### src/design/lj_pkg.sv
// ----------------------------------------------------------------------------
// lj_pkg
// Shared types and constants for the Lennard-Jones force accumulator.
// ----------------------------------------------------------------------------
package lj_pkg;

	// coordinate width default and fixed-point layout
	localparam int COORD_BITS_DEF = 24;
	localparam int FRAC_BITS      = 16;
	localparam int CFG_W          = 24;
	localparam int FORCE_W        = 48;
	localparam int BIG_D_LOG      = 28;

	// shared multiplier: A operand width, digit width, digit count
	localparam int MUL_A_W  = 49;
	localparam int MUL_DIG  = 16;
	localparam int MUL_NDIG = 4;
	localparam int PROD_W   = MUL_DIG * MUL_NDIG;

	// divider: 2^48 / r2q
	localparam int DIV_Q_W = 49;
	localparam int R2_W    = 58;

	// unsigned Q.16 product clip level is 2^47-1
	localparam int UQ_W = 47;

	localparam int QUEUE_DEPTH = 4;

	localparam logic signed [FORCE_W-1:0] FORCE_MAX = {1'b0, {(FORCE_W-1){1'b1}}};
	localparam logic signed [FORCE_W-1:0] FORCE_MIN = {1'b1, {(FORCE_W-1){1'b0}}};

	// register reset values
	localparam logic [CFG_W-1:0] BOX_RST = 24'd1310720;
	localparam logic [CFG_W-1:0] REP_RST = 24'd31457;
	localparam logic [CFG_W-1:0] ATT_RST = 24'd15729;
	localparam logic [CFG_W-1:0] MIN_RST = 24'd1;

	// register indexes
	typedef enum logic [1:0] {
		REG_BOX = 2'd0,
		REG_REP = 2'd1,
		REG_ATT = 2'd2,
		REG_MIN = 2'd3
	} cfg_reg_t;

	// per-pair classification flags carried through the queue
	typedef struct packed {
		logic pair_valid;
		logic huge;
		logic last;
	} flags_t;

	localparam int FLAGS_W = $bits(flags_t);

endpackage

### src/design/lj_front.sv
// ----------------------------------------------------------------------------
// lj_front
// Input stage: minimum-image displacement per axis and pair classification.
// ----------------------------------------------------------------------------
module lj_front #(
	parameter int COORD_BITS = lj_pkg::COORD_BITS_DEF
) (
	input  logic                        clk,
	input  logic                        arst_n,
	input  logic                        in_valid,
	output logic                        in_stall,
	input  logic [COORD_BITS-1:0]       own_x,
	input  logic [COORD_BITS-1:0]       own_y,
	input  logic [COORD_BITS-1:0]       own_z,
	input  logic [COORD_BITS-1:0]       nbr_x,
	input  logic [COORD_BITS-1:0]       nbr_y,
	input  logic [COORD_BITS-1:0]       nbr_z,
	input  logic                        pair_valid,
	input  logic                        last_neighbor,
	input  logic [lj_pkg::CFG_W-1:0]    box_length,
	output logic                        push,
	output logic [3*(COORD_BITS+1)+lj_pkg::FLAGS_W-1:0] push_data,
	input  logic                        queue_full
);

	localparam int DW = COORD_BITS + 1;
	localparam int WW = ((COORD_BITS + 3) > 27) ? (COORD_BITS + 3) : 27;

	logic signed [DW-1:0] d_s1 [0:2];
	lj_pkg::flags_t       flags_s1;
	logic                 valid_s1;
	logic                 take;
	logic signed [DW-1:0] d_nxt [0:2];
	logic                 huge_nxt;

	// single minimum-image wrap against the box
	function automatic logic signed [DW-1:0] wrap_disp(
		input logic [COORD_BITS-1:0] o,
		input logic [COORD_BITS-1:0] n,
		input logic [lj_pkg::CFG_W-1:0] box
	);
		logic signed [WW-1:0] dd;
		logic signed [WW-1:0] twice;
		logic signed [WW-1:0] bx;
		dd = $signed({{(WW-COORD_BITS){1'b0}}, o}) - $signed({{(WW-COORD_BITS){1'b0}}, n});
		twice = dd <<< 1;
		bx = $signed({{(WW-lj_pkg::CFG_W){1'b0}}, box});
		if (twice > bx) begin
			dd = dd - bx;
		end else if (twice < -bx) begin
			dd = dd + bx;
		end
		return dd[DW-1:0];
	endfunction

	// any axis at or beyond 2^28 makes the pair contribute nothing
	function automatic logic is_huge(input logic signed [DW-1:0] d);
		logic signed [63:0] e;
		e = {{(64-DW){d[DW-1]}}, d};
		return (e >= (64'sd1 <<< lj_pkg::BIG_D_LOG)) || (e <= -(64'sd1 <<< lj_pkg::BIG_D_LOG));
	endfunction

	always_comb begin
		d_nxt[0] = wrap_disp(own_x, nbr_x, box_length);
		d_nxt[1] = wrap_disp(own_y, nbr_y, box_length);
		d_nxt[2] = wrap_disp(own_z, nbr_z, box_length);
		huge_nxt = is_huge(d_nxt[0]) || is_huge(d_nxt[1]) || is_huge(d_nxt[2]);
	end

	// stage register drains into the queue
	assign push     = valid_s1 && !queue_full;
	assign take     = !valid_s1 || push;
	assign in_stall = !take;
	assign push_data = {d_s1[2], d_s1[1], d_s1[0], flags_s1};

	always_ff @(posedge clk or negedge arst_n) begin
		if (!arst_n) begin
			valid_s1 <= 1'b0;
		end else if (take) begin
			valid_s1 <= in_valid;
		end
	end

	always_ff @(posedge clk) begin
		if (take && in_valid) begin
			d_s1[0]             <= d_nxt[0];
			d_s1[1]             <= d_nxt[1];
			d_s1[2]             <= d_nxt[2];
			flags_s1.pair_valid <= pair_valid;
			flags_s1.huge       <= huge_nxt;
			flags_s1.last       <= last_neighbor;
		end
	end

endmodule

### config.mk
export PLATFORM = sky130hd
export DESIGN_NAME = lj_front
export DESIGN_NICKNAME = d
export VERILOG_FILES = /design/src/design/lj_pkg.sv /design/src/design/lj_front.sv
export SDC_FILE = /design/constraint.sdc
export NUM_CORES = 1
export LEC_CHECK = 0
export ABC_CLOCK_PERIOD_IN_PS = 4500
export BUFFER_PORTS_ARGS = -buffer_cell sky130_fd_sc_hd__buf_2
export CAP_MARGIN = 40
export CORE_ASPECT_RATIO = 1.75
export CORE_MARGIN = 1.5
export CORE_UTILIZATION = 55
export DETAILED_ROUTE_END_ITERATION = 16
export GPL_TIMING_DRIVEN = 0
export PLACE_DENSITY = 0.9
export RECOVER_POWER = 100
export SYNTH_ARGS = -nofsm -noshare
export SYNTH_HDL_FRONTEND = slang
export SYNTH_SLANG_ARGS = --single-unit
### constraint.sdc
create_clock -name clk -period 4.5 [get_ports clk]
set_input_delay 0.9 -clock clk [delete_from_list [all_inputs] [get_ports clk]]
set_output_delay 0.9 -clock clk [all_outputs]
set_load 0.01 [all_outputs]
==> out/results.tsv, run 1 <==
metric	value	unit
IO Pins	254	
Failed at	global routing (5_1_grt)	
placed cell area	0.0208	mm2
Post-Syn Instances	2359	
Post-synth EDFFs	78	
Syn Area/Cell	7.69	um2
Seq/Total Area, Yosys	13.1	%
# hold bufs at CTS	0	
Clock Path Buffers	2	
critical endpoint after global-route timing repair	d_s1[0][7]$_DFFE_PP_/D	
Total GRT Usage	57.3	%
Placer Congestion	1.01	
status	stopped before the end	
Error	[ERROR GRT-0232] Routing congestion too high. Check the congestion heatmap in the GUI.	
Mapped Area	0.0181	mm2
Starting Density	56.1	%
Die Ht	243	um
Yosys reg bits	79	
Cell variety after synth	85	
largest net degree at the start of global routing	32	
Clock Sinks	79	
htree depth	3	
Root Buffer	clkbuf_16	
IO buf count	253	
Warnings, synthesis	0	
worst_ep kind	register input	
die width	140	um
ys flop type	edfxtp_1	
total grt overflow	2	
row count	87	
Mapped Nets	2908	
cts bufs inserted	9	
DP Cell Count	3016	
asr flop ratio synth	1.27	%
HPWL Detailed	59500	um
## kinds of logic after synthesis
logic type               after synthesis  synth area share (%)
other                                  1                0.0207
AND/OR/NAND/NOR                      708                  19.1
multiplexers                          30                  1.66
AO/OA/AOI/OAI                        778                  28.4
flip-flops                            79                  13.1
buffers and inverters                275                  5.87
adder cells (fa/ha/maj)              376                  26.4
XOR/XNOR                             112                  5.41
## cells in the mapped netlist, drive strengths merged, types with 10 or more instances
cell | instances | share of area [%]
or2 | 10 | 0.35
a221oi | 18 | 0.87
a211oi | 29 | 1.2
nand2 | 143 | 3.0
xor2 | 23 | 1.1
a21o | 71 | 2.9
clkbuf | 44 | 0.91
o211ai | 35 | 1.4
ha | 363 | 25
nor2 | 213 | 4.4
o21a | 30 | 1.3
o31a | 12 | 0.58
edfxtp | 78 | 13
o21bai | 31 | 1.3
o41ai | 10 | 0.48
nor4 | 14 | 0.48
and3 | 22 | 0.76
nand2b | 39 | 1.3
a221o | 20 | 1.1
a31oi | 16 | 0.55
inv | 214 | 4.4
mux2i | 29 | 1.6
or3 | 20 | 0.69
o21ai | 151 | 4.2
nand4 | 33 | 1.1
nor2b | 40 | 1.4
nor3 | 73 | 2.1
nand3 | 47 | 1.3
xnor2 | 89 | 4.3
buf | 17 | 0.52
o31ai | 16 | 0.72
a21oi | 232 | 6.4
fa | 12 | 1.3
and2 | 21 | 0.72
## stage by stage
step	utilization, %	worst slack [ps]	TNS, ps	hold slack, ps
CTS	75.8	-758	-43030	278
detailed placement	64.4	-2780	-151740	678
global placement	64.2	-2670	-166370	609
floorplan	-	-744	-32100	604
## per-layer routing
metal	global-route usage, %	GRT overflow
met1	53.4	0
met2	87.0	2
met3	25.8	0
met4	64.7	0
met5	1.90	0
## what timing repair did
item	CTS
endpoints found under the setup margin	75
pin swaps	146
cloned	17
buffers inserted	116
resized for setup	402
==> run 2, diff against run 1 <==
--- a/config.mk
+++ b/config.mk
@@ -5,15 +5,14 @@
 export SDC_FILE = /design/constraint.sdc
 export NUM_CORES = 1
 export LEC_CHECK = 0
-export ABC_CLOCK_PERIOD_IN_PS = 4500
+export ABC_CLOCK_PERIOD_IN_PS = 5900
 export BUFFER_PORTS_ARGS = -buffer_cell sky130_fd_sc_hd__buf_2
 export CAP_MARGIN = 40
-export CORE_ASPECT_RATIO = 1.75
 export CORE_MARGIN = 1.5
-export CORE_UTILIZATION = 55
+export CORE_UTILIZATION = 40
 export DETAILED_ROUTE_END_ITERATION = 16
 export GPL_TIMING_DRIVEN = 0
-export PLACE_DENSITY = 0.9
+export PLACE_DENSITY_LB_ADDON = 0.15
 export RECOVER_POWER = 100
 export SYNTH_ARGS = -nofsm -noshare
 export SYNTH_HDL_FRONTEND = slang
==> constraint.sdc (replaced) <==
create_clock -name clk -period 5.9 [get_ports clk]
set_input_delay 1.18 -clock clk [delete_from_list [all_inputs] [get_ports clk]]
set_output_delay 1.18 -clock clk [all_outputs]
set_load 0.01 [all_outputs]
==> run 2 against run 1 <==
  * Area after synthesis did not move
  * Synthesized cell count is the same
  * The flow now finishes, with violations (capacitance limit, slew limit)
==> out/results.tsv, run 2 <==
metric	value	unit	change
status	finished, violations left		was stopped before the end
failing checks	capacitance limit, slew limit		
htree depth	3		unchanged
initial antenna violation count	0		
Die Ht	216	um	was 243 um
Total GRT Usage	29.4	%	
Slew HR	-38.0	%	
static leakage	0.0100	uW	
Clock Power Share	10.8	%	
core area	0.0445	mm2	
Setup violations, final	0		
IO buf count	253		unchanged
combinational share of power	74.9	%	
vias per std cell	5.93		
clock latency on the worst-skew pair	390	ps	
area added between synthesis and finish	19.2	%	
CP max FO	10		
row count	77		was 87
DRC Markers	0		
HPWL Detailed	57500	um	was 59500 um
first-pass GRT wire length	106000	um	
top cells by area, synth	ha_1 (25%), edfxtp_1 (13%), a21oi_1 (6.4%)		unchanged
max FFs per register	75		
placed cell area	0.0202	mm2	was 0.0208 mm2
Design Area, Final	0.0216	mm2	
CP Launch Type	input port		
Clock Path Buffers	2		unchanged
die width	216	um	was 140 um
Die Area	0.0466	mm2	
Yosys reg bits	79		unchanged
Max Clk Rate	171	MHz	
Starting Density	40.7	%	was 56.1%
Final Hold Vio Count	0		
most frequent cell after synthesis	ha_1		unchanged
final WL	70300	um	
Warnings, synthesis	0		unchanged
worst hold path type	in2async		
clock-pin slew of the registers on the worst-case setup and hold paths	70	ps	
largest net degree at the start of global routing	30		
post-route clock period utilization	98.8	%	
Post-Syn Instances	2359		unchanged
number of max-cap violations	3		
WS Path Type	in2reg		
Slew Viols, Final	83		
fraction of final layout cells with drive strength greater than 1	15.4	%	
Avg WL per Cell	21.5	um	
Crit path arrival time	5970	ps	
commonest non-fill, non-tap cell in the layout	ha_1		
worst setup margin	68.7	ps	
Power Total	6000	uW	
Post-synth top cells	ha_1 (363), a21oi_1 (232), inv_1 (213)		unchanged
n_diodes	0		
Slew @ Worst Pin	2070	ps	
Seq/Total Area, Yosys	13.1	%	unchanged
total grt overflow	0		
Cell variety after synth	85		unchanged
Final min period	5830	ps	
most frequent cells in the layout	ha_1 (359), a21oi_1 (219), inv_1 (212), nor2_1 (206), buf_2 (182)		
Placer Congestion	0.933		was 1.01
Mapped Nets	2908		unchanged
RSZ-0062 raised after global routing	true		
Initial DRC Count	1547		
Mapped Area	0.0181	mm2	unchanged
NumNets Final	3217		
area leader, netlist	ha_1		unchanged
DR vias	19400		
Worst Setup End Kind	flip-flop		
Final ANT Viol Nets	0		
Clock Sinks	79		unchanged
Post-synth EDFFs	78		unchanged
worst vdd ir	0.000132	V	
Psw	3050	uW	
Root Buffer	clkbuf_16		unchanged
switching share of power	50.8	%	
Seq pwr share	14.4	%	
PwrDens	278	mW/mm2	
CTS tree	yes		
internal power	2950	uW	
largest register by flop count	d_s1		
Layout Skew	7.05	ps	
Critical Path Source	own_y[0]		
critical path required time	6040	ps	
reg2reg start	valid_s1		
drt pass-1 iters	5		
IO Pins	254		unchanged
asr flop ratio synth	1.27	%	unchanged
DP Cell Count	3208		was 3016
cts bufs inserted	9		unchanged
vias in the first global route	18800		
Syn Area/Cell	7.69	um2	unchanged
ys flop type	edfxtp_1		unchanged
final cell count without fillers	3265		
Post-Place Setup Slack	-1540	ps	was -2780 ps
post-synth top area share	25.1	%	unchanged
## run 2: cell counts after synthesis
No cell type changed its count.
## run 2: layout make-up
class                   instances  area, um2
well taps                     592        741
plain buffers                  58        343
clock buffers                  10        229
repair buffers                301       1520
flip-flops and latches         79       2370
clock inverters                 6       85.1
inverters                     214        807
fillers                      4510      22900
multi-input cells            2005      15500
## run 2: metrics by stage
stage,TNS (ps),hold slack (ps),utilization [%]
after floorplan,0,649,-
after global placement,-221980,589,45.2
after detailed placement,-93540,685,45.4
after CTS,-1.08,525,47.3
after global routing,-635,533,48.6
final,0,547,48.6
## run 2: kinds of logic after synthesis
family | count (synthesis) | share of synthesized area (%)
and+or+nand+nor | 708 | 19.1
adders and majority gates | 376 | 26.4
xor gates and xnor gates | 112 | 5.41
buffers and inverters | 275 | 5.87
other | 1 | 0.0207
muxes | 30 | 1.66
AOI/OAI and AO/OA | 778 | 28.4
DFF | 79 | 13.1
## run 2: power groups by stage
stage / sequential [uW] / clock, uW / combinational, uW
floorplan: 932 / 0 / 2810
global route: 873 / 682 / 4920
global placement: 878 / 0 / 4020
CTS: 861 / 665 / 4250
finish: 863 / 646 / 4500
detailed placement: 871 / 0 / 4080
## run 2: final timing paths
kind / endpoint / slack [ps] / cells after the start
max in group asynchronous: valid_s1 / 5270 / 1
max: d_s1[0][34] / 70 / 21
min in group clk: valid_s1 / 680 / 2
min: valid_s1 / 550 / 1
min reg2reg: valid_s1 / 680 / 2
max reg2reg: d_s1[0][32] / 2040 / 3
## run 2: timing repair
item / in CTS / in global routing
hold buffers: 0 / 0
endpoints found under the setup margin: 75 / 74
pin swaps: 12 / 33
resized for setup: 94 / 109
buffers inserted: 14 / 29
## run 2: critical path, cell delays in order
cell,delay (ps)
buf_2,80
inv_1,30
ha_1,210
fa_1,430
nor2b_2,160
o2111ai_2,150
a21oi_2,270
o211ai_1,170
nand3_1,190
and2_1,220
a21o_1,140
a21oi_1,90
xnor2_2,470
ha_1,340
o21ai_0,160
a21oi_1,60
o211a_1,230
or4_4,590
and2_1,180
clkbuf_4,210
a221o_1,390
## run 2: layer usage
metal | up-vias | global-route usage, % | share of wire, %
met1 | 9252 | 36.1 | 43
met2 | 624 | 50.7 | 48
met3 | 131 | 5.61 | 6.2
met4 | 0 | 11.0 | 3.6
met5 | - | 0 | 0
li1 | 9367 | - | -
Note: power is estimated with default switching activity, not from simulation.
