**src/design/lj_pkg.sv**
```systemverilog
// ----------------------------------------------------------------------------
// lj_pkg
// Shared types and constants for the Lennard-Jones force accumulator.
// ----------------------------------------------------------------------------
package lj_pkg;

	// coordinate width default and fixed-point layout
	localparam int COORD_BITS_DEF = 24;
	localparam int FRAC_BITS      = 16;
	localparam int CFG_W          = 24;
	localparam int FORCE_W        = 48;
	localparam int BIG_D_LOG      = 28;

	// shared multiplier: A operand width, digit width, digit count
	localparam int MUL_A_W  = 49;
	localparam int MUL_DIG  = 16;
	localparam int MUL_NDIG = 4;
	localparam int PROD_W   = MUL_DIG * MUL_NDIG;

	// divider: 2^48 / r2q
	localparam int DIV_Q_W = 49;
	localparam int R2_W    = 58;

	// unsigned Q.16 product clip level is 2^47-1
	localparam int UQ_W = 47;

	localparam int QUEUE_DEPTH = 4;

	localparam logic signed [FORCE_W-1:0] FORCE_MAX = {1'b0, {(FORCE_W-1){1'b1}}};
	localparam logic signed [FORCE_W-1:0] FORCE_MIN = {1'b1, {(FORCE_W-1){1'b0}}};

	// register reset values
	localparam logic [CFG_W-1:0] BOX_RST = 24'd1310720;
	localparam logic [CFG_W-1:0] REP_RST = 24'd31457;
	localparam logic [CFG_W-1:0] ATT_RST = 24'd15729;
	localparam logic [CFG_W-1:0] MIN_RST = 24'd1;

	// register indexes
	typedef enum logic [1:0] {
		REG_BOX = 2'd0,
		REG_REP = 2'd1,
		REG_ATT = 2'd2,
		REG_MIN = 2'd3
	} cfg_reg_t;

	// per-pair classification flags carried through the queue
	typedef struct packed {
		logic pair_valid;
		logic huge;
		logic last;
	} flags_t;

	localparam int FLAGS_W = $bits(flags_t);

endpackage

```
**src/design/lj_queue.sv**
```systemverilog
// ----------------------------------------------------------------------------
// lj_queue
// Small FIFO between the front stage and the force sequencer.
// ----------------------------------------------------------------------------
module lj_queue #(
	parameter int W     = 8,
	parameter int DEPTH = lj_pkg::QUEUE_DEPTH
) (
	input  logic         clk,
	input  logic         arst_n,
	input  logic         push,
	input  logic [W-1:0] push_data,
	output logic         full,
	input  logic         pop,
	output logic [W-1:0] pop_data,
	output logic         empty
);

	localparam int AW = (DEPTH > 1) ? $clog2(DEPTH) : 1;
	localparam int CW = $clog2(DEPTH + 1);

	logic [W-1:0]  entry_q [0:DEPTH-1];
	logic [AW-1:0] wr_ptr_q;
	logic [AW-1:0] rd_ptr_q;
	logic [CW-1:0] count_q;

	assign full     = (count_q == CW'(DEPTH));
	assign empty    = (count_q == '0);
	assign pop_data = entry_q[rd_ptr_q];

	// pointer and fill count
	always_ff @(posedge clk or negedge arst_n) begin
		if (!arst_n) begin
			wr_ptr_q <= '0;
			rd_ptr_q <= '0;
			count_q  <= '0;
		end else begin
			if (push) begin
				wr_ptr_q <= (wr_ptr_q == AW'(DEPTH - 1)) ? '0 : wr_ptr_q + 1'b1;
			end
			if (pop) begin
				rd_ptr_q <= (rd_ptr_q == AW'(DEPTH - 1)) ? '0 : rd_ptr_q + 1'b1;
			end
			if (push && !pop) begin
				count_q <= count_q + 1'b1;
			end else if (pop && !push) begin
				count_q <= count_q - 1'b1;
			end
		end
	end

	always_ff @(posedge clk) begin
		if (push) begin
			entry_q[wr_ptr_q] <= push_data;
		end
	end

endmodule

```
**config.mk**
```make
export PLATFORM = sky130hd
export DESIGN_NAME = lj_queue
export DESIGN_NICKNAME = d
export VERILOG_FILES = /design/src/design/lj_pkg.sv /design/src/design/lj_queue.sv
export SDC_FILE = /design/constraint.sdc
export NUM_CORES = 1
export LEC_CHECK = 0
export ABC_AREA = 1
export BUFFER_PORTS_ARGS = -buffer_cell sky130_fd_sc_hd__buf_2
export CAP_MARGIN = 20
export CORE_ASPECT_RATIO = 1.75
export CORE_MARGIN = 5
export CORE_UTILIZATION = 55
export CTS_CLUSTER_DIAMETER = 80
export DETAILED_ROUTE_END_ITERATION = 7
export GPL_TIMING_DRIVEN = 0
export PLACE_DENSITY_LB_ADDON = 0.12
export SLEW_MARGIN = 20
export SYNTH_ARGS = -nofsm -noshare
export SYNTH_HDL_FRONTEND = slang
export SYNTH_SLANG_ARGS = --single-unit
```
**constraint.sdc**
```tcl
create_clock -name clk -period 2.6 [get_ports clk]
set_input_delay 0.26 -clock clk [delete_from_list [all_inputs] [get_ports clk]]
set_output_delay 0.26 -clock clk [all_outputs]
set_load 0.02 [all_outputs]
```
* After elaboration in Yosys (flattened, before gate mapping)
Memory sizes are Yosys's and may differ from the RTL's.
Index checks and enable logic that the tools add are counted.
** Cells by class
- Add/subtract/negate cells :: 4
- Equal/unequal tests :: 3
- Reductions and logical operators :: 6
- Multiplexer cells :: 6
** Operator list (count)
- $mux 3 :: 2
- $add 2x1->2 const B :: 2
- $eq 2x2->1 const B :: 2
- $mux 2 :: 2
- $add 3x1->3 const B :: 1
- $eq 3x3->1 const B :: 1
- $logic_not 3->1 :: 1
- $sub 3x1->3 const B :: 1
- $logic_and 1x1->1 :: 2
- $logic_not 1->1 :: 2
- $mux 1 :: 2
- $reduce_bool 2->1 :: 1
** Storage, ports and cells
- Word-level logic and storage cells :: 23
- Bits in registers :: 7
- Memories kept :: 1
- Bits of input ports :: 12
- Output and inout port bits :: 10
- Memory bits (writable) :: 32
** Memories
- entry_q :: words 4, width 8, read ports 1, clocked after Yosys merged registers in 0, wr ports 1, line lj_queue.sv:22 : logic [W-1:0] entry_q [0:DEPTH-1];

* Logic depth before layout (Yosys ltp)
Gate-level depths: netlist of run 1.
- Word-level depth :: 4
- Gate-level depth with buffers :: 9
- Depth with buffers taken out :: 9

* Worst setup path after synthesis of run 1
No wires, ideal clock.
- Path kind :: input to register
- Start :: input pop
- End :: register count_q[2]
- Stages on the path :: 8
- Slack :: 1360 ps
- Data required time :: 2483 ps
- Data arrival time :: 1123 ps
- Cell sequence :: inv_1 > ha_1 > inv_1 > fa_1 > nand2_1 > nand3_1 > nand2_1 > nand2_1
** On the way
- Word-level cells in the longest chain between the ends :: 3
- Elaborated cells on any way between the ends :: 5
- Those cells by class :: mux: 1; reduce/logical: 4
** Ends and longest elaborated chain
- start: declaration :: line lj_queue.sv:14 : input logic pop,
- $logic_not 1->1 :: line lj_queue.sv:44 : if (push && !pop) begin
- $logic_and 1x1->1 :: line lj_queue.sv:44
- $mux 3 / $reduce_bool 2->1 (equally long branches)
- end signal: assignment :: line lj_queue.sv:45 : count_q <= count_q + 1'b1;
- end signal: assignment :: line lj_queue.sv:47 : count_q <= count_q - 1'b1;
- end: declaration :: line lj_queue.sv:25 : logic [CW-1:0] count_q;
Parallel ways exist; a longest one is shown, timed or not.
A chain may end at the register's enable or synchronous reset.

* Worst setup path after layout of run 1
- Start :: register rd_ptr_q[0]
- End :: output pop_data[1]
** On the way
- Word-level cells in the longest chain between the ends :: 1
** Ends and longest elaborated chain
- start: declaration :: line lj_queue.sv:24 : logic [AW-1:0] rd_ptr_q;
- start signal: assignment :: line lj_queue.sv:42 : rd_ptr_q <= (rd_ptr_q == AW'(DEPTH - 1)) ? '0 : rd_ptr_q + 1'b1;
- $mem_v2 4x8
- end: declaration :: line lj_queue.sv:15 : output logic [W-1:0] pop_data,
Every way passes these cells.

==> results of run 1 <==
[cells in the mapped netlist]
master / instances / area share, %
nand3_1: 1 / 0.29
dfrtp_1: 7 / 10
inv_2: 2 / 0.44
nor3_1: 2 / 0.59
o21ai_0: 3 / 0.88
inv_1: 27 / 5.9
o21ai_1: 1 / 0.29
clkbuf_8: 1 / 0.81
nand2_1: 40 / 8.8
buf_6: 2 / 1.3
nand4_1: 1 / 0.37
fa_1: 1 / 1.2
ha_1: 6 / 4.4
o211ai_1: 16 / 7.0
edfxtp_1: 32 / 56
xnor2_1: 1 / 0.51
nor2_1: 1 / 0.22
buf_4: 1 / 0.44
[per-layer routing]
layer	vias up	share of wire, %	wire length (um)
met3	9	3.7	115
met4	0	3.5	109
met1	506	37	1147
met2	23	56	1765
met5	-	0	0
li1	542	-	-
[through the flow]
stage                     std cells  hold WS [ns]  power, uW  util (%)  instance area (um^2)
final                           217        0.1816       2083     66.44                  1967
after global routing            217        0.1828       2222     66.44                  1967
after CTS                       217        0.1773       2107     66.44                  1967
after detailed placement        208        0.1027       1702     63.02                  1866
after global placement          208       0.09735       1647     63.02                  1866
after floorplan                 145      -0.03559       1439         -                  1708
[worst min-delay path by stage]
stage,slack [ns],to,start
after floorplan,-0.04,count_q[0],arst_n
after CTS,0.18,entry_q[2][3],push_data[3]
final,0.18,entry_q[2][5],push_data[5]
after detailed placement,0.10,wr_ptr_q[1],arst_n
after global routing,0.18,entry_q[3][5],push_data[5]
after global placement,0.1,wr_ptr_q[1],arst_n
[registers in the layout, indices dropped and copies added, names as in the netlist]
register	count
entry_q	32
count_q	3
rd_ptr_q	2
wr_ptr_q	2
[where the power goes]
| part | switching (uW) | leakage (uW) | internal (uW) |
|---|---|---|---|
| clock | 191 | 0.0000482 | 214 |
| combinational | 511 | 0.000469 | 276 |
| sequential | 73.0 | 0.000379 | 819 |
[cell type report]
cell class | instances | area [um^2]
repair buffers | 22 | 115.1
inverters | 29 | 108.9
multi-input cells | 73 | 419.2
plain buffers | 4 | 43.79
fillers | 247 | 993.5
clock buffers | 7 | 86.33
clock inverters | 1 | 5.005
flip-flops and latches | 39 | 1136
well taps | 42 | 52.55
[cell families (layout without fill, tap and decap cells)]
logic type | after synthesis | count (layout) | share of synthesized area (%)
XOR/XNOR | 1 | 1 | 0.5129
buffers and inverters | 33 | 63 | 8.938
adder cells (fa/ha/maj) | 7 | 7 | 5.568
AO/OA/AOI/OAI | 20 | 20 | 8.205
AND/OR/NAND/NOR | 45 | 45 | 10.26
flip-flops | 39 | 39 | 66.52
[what timing repair did]
item	in CTS	in global routing
hold buffers	1	0
endpoints found under the hold margin	7	0
buffers inserted	0	0
==> metrics, run 1 <==
status=complete, no violations; Detail Placement HPWL=between 2000 and 2500 um; commonest non-fill, non-tap cell in the layout=nand2_1; post-CTS sizing=0; initial antenna violation count=0; Avg Synthesized Cell Area=about 12 um^2; initial core utilization=~58%; Syn Nets=roughly 160; Die Height=about 84 um; Fin. Hold Viols=0; largest net degree at the start of global routing=13; pwr dens=1059 mW/mm^2; Mapped Cells=between 100 and 150; Critical Path End=pop_data[1]; Worst R2R Path Depth=4; clk_skew=0.006315 ns; CTS Buffer Depth=2; Starting DRT DRC Count=18; Worst VDD drop=roughly 580 uV; layout cells sized above 1=between 10% and 20%; worst slew pin tran=approximately 0.4 ns; Pleak=~0.00090 uW; most used cell along the critical path=nand2_1; GPL Wtd Cong=between 0.7 and 0.8; crit path launch type=flop; reg2reg setup slack=around 1.2 ns; H-Tree Depth=2; GRT Total Usage=roughly 17%; met1 Use GR=a little under a fifth; CTS Buf Count=5; die area=~0.0044 mm^2; Critical path origin=rd_ptr_q[0]; routing usage on met3=under 10%; Crit path required time=2.34 ns; gr busiest metal=met2; Final TNS setup=0 ns; synth unique cells=18; met2 Use GR=28.29%; wire length per cell=~14 um; CP max stage cell=dfrtp_1; FF+latch count, synth=39; CTS tree=built; GR Overflow Total=0; clk sink count=39; Rows=26; final worst slack=between 0.9 and 1 ns; Crit path depth=6; post-route ant nets=0; Worst-path clk slew=~0.070 ns; n_diodes=0; first-pass GRT wire length=~5200 um; port bufs=21; Final nets=around 190; vias=roughly 1100; IO Pins=22; endpoints failing setup=0; core area=slightly below 0.003 mm^2; post-DR vias/cell=about 5; CP Cell Sequence=inv_2 > clkbuf_8 > nand2_1 > o211ai_1 > nand2_1 > buf_2; Root Driver=clkbuf_8; Die Span X=roughly 52 um; Crit path max-delay family=buffers and inverters; Clock Latency Late Sink=approximately 0.29 ns; max-slew violation count=0; drc violations=0; CP Buf/Inv Count=3; Slew HR=roughly three quarters; dpl ws=1.128 ns; CP Max Fanout=10; drt first pass iters=4; max_cap viols=0; WHS Path Cells=1; worst hold path type=in -> reg; Synth Cell Area=roughly 0.0017 mm^2; commonest cells after routing, fill and taps aside=40 x nand2_1, 32 x edfxtp_1, 27 x inv_1, 21 x buf_2, 16 x o211ai_1; Worst EP arrival=roughly 1.4 ns; period utilization=64.44%; maximum clock frequency=596.9 MHz; Setup crit end kind=output pin; Critical R2R Launch=wr_ptr_q[0]; Yosys warning count=0; Synth-to-Final Area Change=15.17%; vias in the first global route=~1100; min cycle time layout=between 1.5 and 2 ns; Routed WL=around 3100 um; worst setup path class=reg -> out; Seq/Total Area, Yosys=~67%; worst reg2reg path endpoint=entry_q[2][3]; Worst path max stage delay=0.41 ns; unrepaired setup endpoints after global routing=no
Note: power is estimated with default switching activity, not from simulation.
==> run 2, diff against run 1 <==
--- a/config.mk
+++ b/config.mk
@@ -5,7 +5,7 @@
 export SDC_FILE = /design/constraint.sdc
 export NUM_CORES = 1
 export LEC_CHECK = 0
-export ABC_AREA = 1
+export ABC_AREA = 0
 export BUFFER_PORTS_ARGS = -buffer_cell sky130_fd_sc_hd__buf_2
 export CAP_MARGIN = 20
 export CORE_ASPECT_RATIO = 1.75
==> constraint.sdc (replaced) <==
create_clock -name clk -period 1.7 [get_ports clk]
set_input_delay 0.17 -clock clk [delete_from_list [all_inputs] [get_ports clk]]
set_output_delay 0.17 -clock clk [all_outputs]
set_load 0.02 [all_outputs]
==> run 2 against run 1 <==
  * Critical path depth shrank 3
  * Largest cell class unchanged
  * Count of clock-buffer cells in the layout is the same
  * Cell area shrank 3.2%
  * Sequential cell count is the same
  * Sequential share of layout area grew 2.0 points
  * Cell count shrank 36%
  * Worst setup slack lost 0.90 ns
  * Via count shrank 27%
  * Area after synthesis shrank 8.2%
==> metrics, run 2 <==
layout cells sized above 1=approximately two fifths; unrepaired setup endpoints after global routing=yes; WHS Path Cells=1; crit path launch type=flop; dpl cell area=between 0.0015 and 0.002 mm^2; commonest cells after routing, fill and taps aside=32 x edfxtp_1, 14 x buf_2, 8 x mux4_2, 8 x buf_6; CP max stage cell=mux4_2; post-route ant nets=0; Worst R2R Path Depth=3; pwr dens=~1700 mW/mm^2; min cycle time layout=around 1.7 ns; wire length per cell=between 15 and 20 um; Setup crit end kind=output pin; ys async rst share=between 10% and 20%; Syn Nets=between 90 and 100; Die Span X=around 50 um; Root Driver=clkbuf_8; Worst path max stage delay=around 0.50 ns; Multi-input gate area=~400 um^2; port bufs=21; H-Tree Depth=2; CP Max Fanout=4; Die Height=roughly 81 um; n_diodes=0; drt first pass iters=2; GRT Total Usage=14.70%; initial core utilization=around 58%; GR Overflow Total=0; vias in the first global route=~860; Avg Synthesized Cell Area=around 20 um^2; worst hold path type=in -> reg; IO Pins=22; first-pass GRT wire length=~4100 um; most frequent cell after synthesis=edfxtp_1; status=complete, no violations; max_cap viols=0; Starting DRT DRC Count=8; CTS Buffer Depth=2; Mapped Cells=79; initial antenna violation count=0; Most flops, register=entry_q; Yosys warning count=0; Fin. Hold Viols=0; period utilization=a little under 100%; CTS tree=built; Worst EP arrival=about 1.5 ns; Rows=25; largest cells by area after synthesis=edfxtp_1 61%, mux4_2 11%, dfrtp_1 11%; worst setup path class=reg -> out; die area=about 0.004 mm^2; drc violations=0; commonest non-fill, non-tap cell in the layout=edfxtp_1; Crit path required time=1.53 ns; maximum clock frequency=between 500 and 600 MHz; max reg flops=32; CTS Buf Count=5; clk sink count=39; fillcell total=180; Post-synth EDFFs=32; vias=between 700 and 800; CP Cell Sequence=clkbuf_16 > mux4_2 > buf_6; max-slew violation count=0; GPL Wtd Cong=0.6885; Overall Power=between 3000 and 4000 uW; Synth-to-Final Area Change=21.39%; Slew HR=slightly above 70%; share of the synthesized area in the top cell type=approximately 61%; worst slew pin tran=around 0.43 ns; FF/Latch Area=around 0.0011 mm^2; Final nets=between 100 and 150; post-DR vias/cell=around 5.7; Seq/Total Area, Yosys=72.47%; endpoints failing setup=0; largest area contributor in the netlist=edfxtp_1; biggest regs=entry_q: 32 flops, count_q: 3 flops; Synth Cell Area=between 0.0015 and 0.002 mm^2; Clock Latency Late Sink=0.28 ns; synth unique cells=18; largest net degree at the start of global routing=13; core area=0.002721 mm^2; FF+latch count, synth=39; clk_skew=roughly 0.0046 ns; top cells by count, synth=32 x edfxtp_1, 8 x mux4_2, 7 x dfrtp_1; Detail Placement HPWL=1770 um; Worst VDD drop=approximately 1000 uV; main flop type after synthesis=edfxtp_1; Post-Layout Inst Area=0.001903 mm^2; Worst-path clk slew=0.07 ns; Pleak=around 0.00074 uW; Routed WL=between 2000 and 2500 um
==> run 2: kinds of logic (layout without fill, tap and decap cells) <==
group,Yosys count,in the layout,share of synthesized area [%]
muxes,10,10,12.93
adders and majority gates,7,7,6.065
xor gates and xnor gates,3,3,1.676
and+or+nand+nor,11,11,3.671
buffers and inverters,6,39,1.995
DFF,39,39,72.47
AOI/OAI and AO/OA,3,3,1.197
==> run 2: through the flow <==
step	cells	setup slack, ns	TNS (ns)	hold slack (ns)	util, %
after CTS	138	-0.01627	-0.04983	0.08385	69.15
after floorplan	79	0.4046	0	-0.1256	-
after global routing	139	-0.03117	-0.1484	0.08473	69.93
final	139	0.02947	0	0.09652	69.93
after detailed placement	127	0.2188	0	0.01158	62.71
after global placement	127	0.2164	0	0.007924	62.71
==> run 2: timing repair <==
action / 4_1_cts / 5_1_grt
cloned: 1 / 0
gates resized for setup: 14 / 6
hold buffers: 1 / 0
setup endpoints to repair: 5 / 8
buffers inserted: 1 / 1
hold endpoints to repair: 7 / 0
==> run 2: area by class of cell <==
| class | instances | share of cell area, % |
|---|---|---|
| sequential | 39 | 59.76 |
| multi-input combinational | 34 | 21.04 |
| clock buffer | 7 | 4.536 |
| tap | 27 | 1.775 |
| inverter | 4 | 0.7890 |
| clock inverter | 1 | 0.2630 |
| buffer | 2 | 1.052 |
| timing repair buffer | 25 | 10.78 |
==> run 2: worst paths after layout <==
| path | start | slack, ns | end |
|---|---|---|---|
| worst max-delay path | rd_ptr_q[0] | 0.03 | pop_data[6] |
| worst min-delay path | push_data[2] | 0.1 | entry_q[2][2] |
| worst max register to register | wr_ptr_q[0] | 0.30 | entry_q[0][5] |
| worst min register to register | count_q[2] | 0.50 | count_q[2] |
| max in group asynchronous | arst_n | 1.27 | rd_ptr_q[0] |
| min in group asynchronous | arst_n | 0.26 | count_q[1] |
==> run 2: layer usage <==
metal	track usage (%)	vias to the layer above	part of all wire, %
li1	-	363	-
met1	13.81	400	33
met2	26.07	19	58
met3	5.009	7	5.3
met4	9.207	0	3.2
met5	0	-	0
==> run 2: worst max-delay path, delay by kind of cell, from the launching register on <==
kind	cells	cell delay (ns)
muxes	1	0.50
DFF	1	0.41
buffers and inverters	2	0.31
==> run 2: power by group <==
| part | internal (uW) | switching, uW |
|---|---|---|
| combinational | 644 | 567 |
| sequential | 1260 | 119 |
| clock | 327 | 292 |
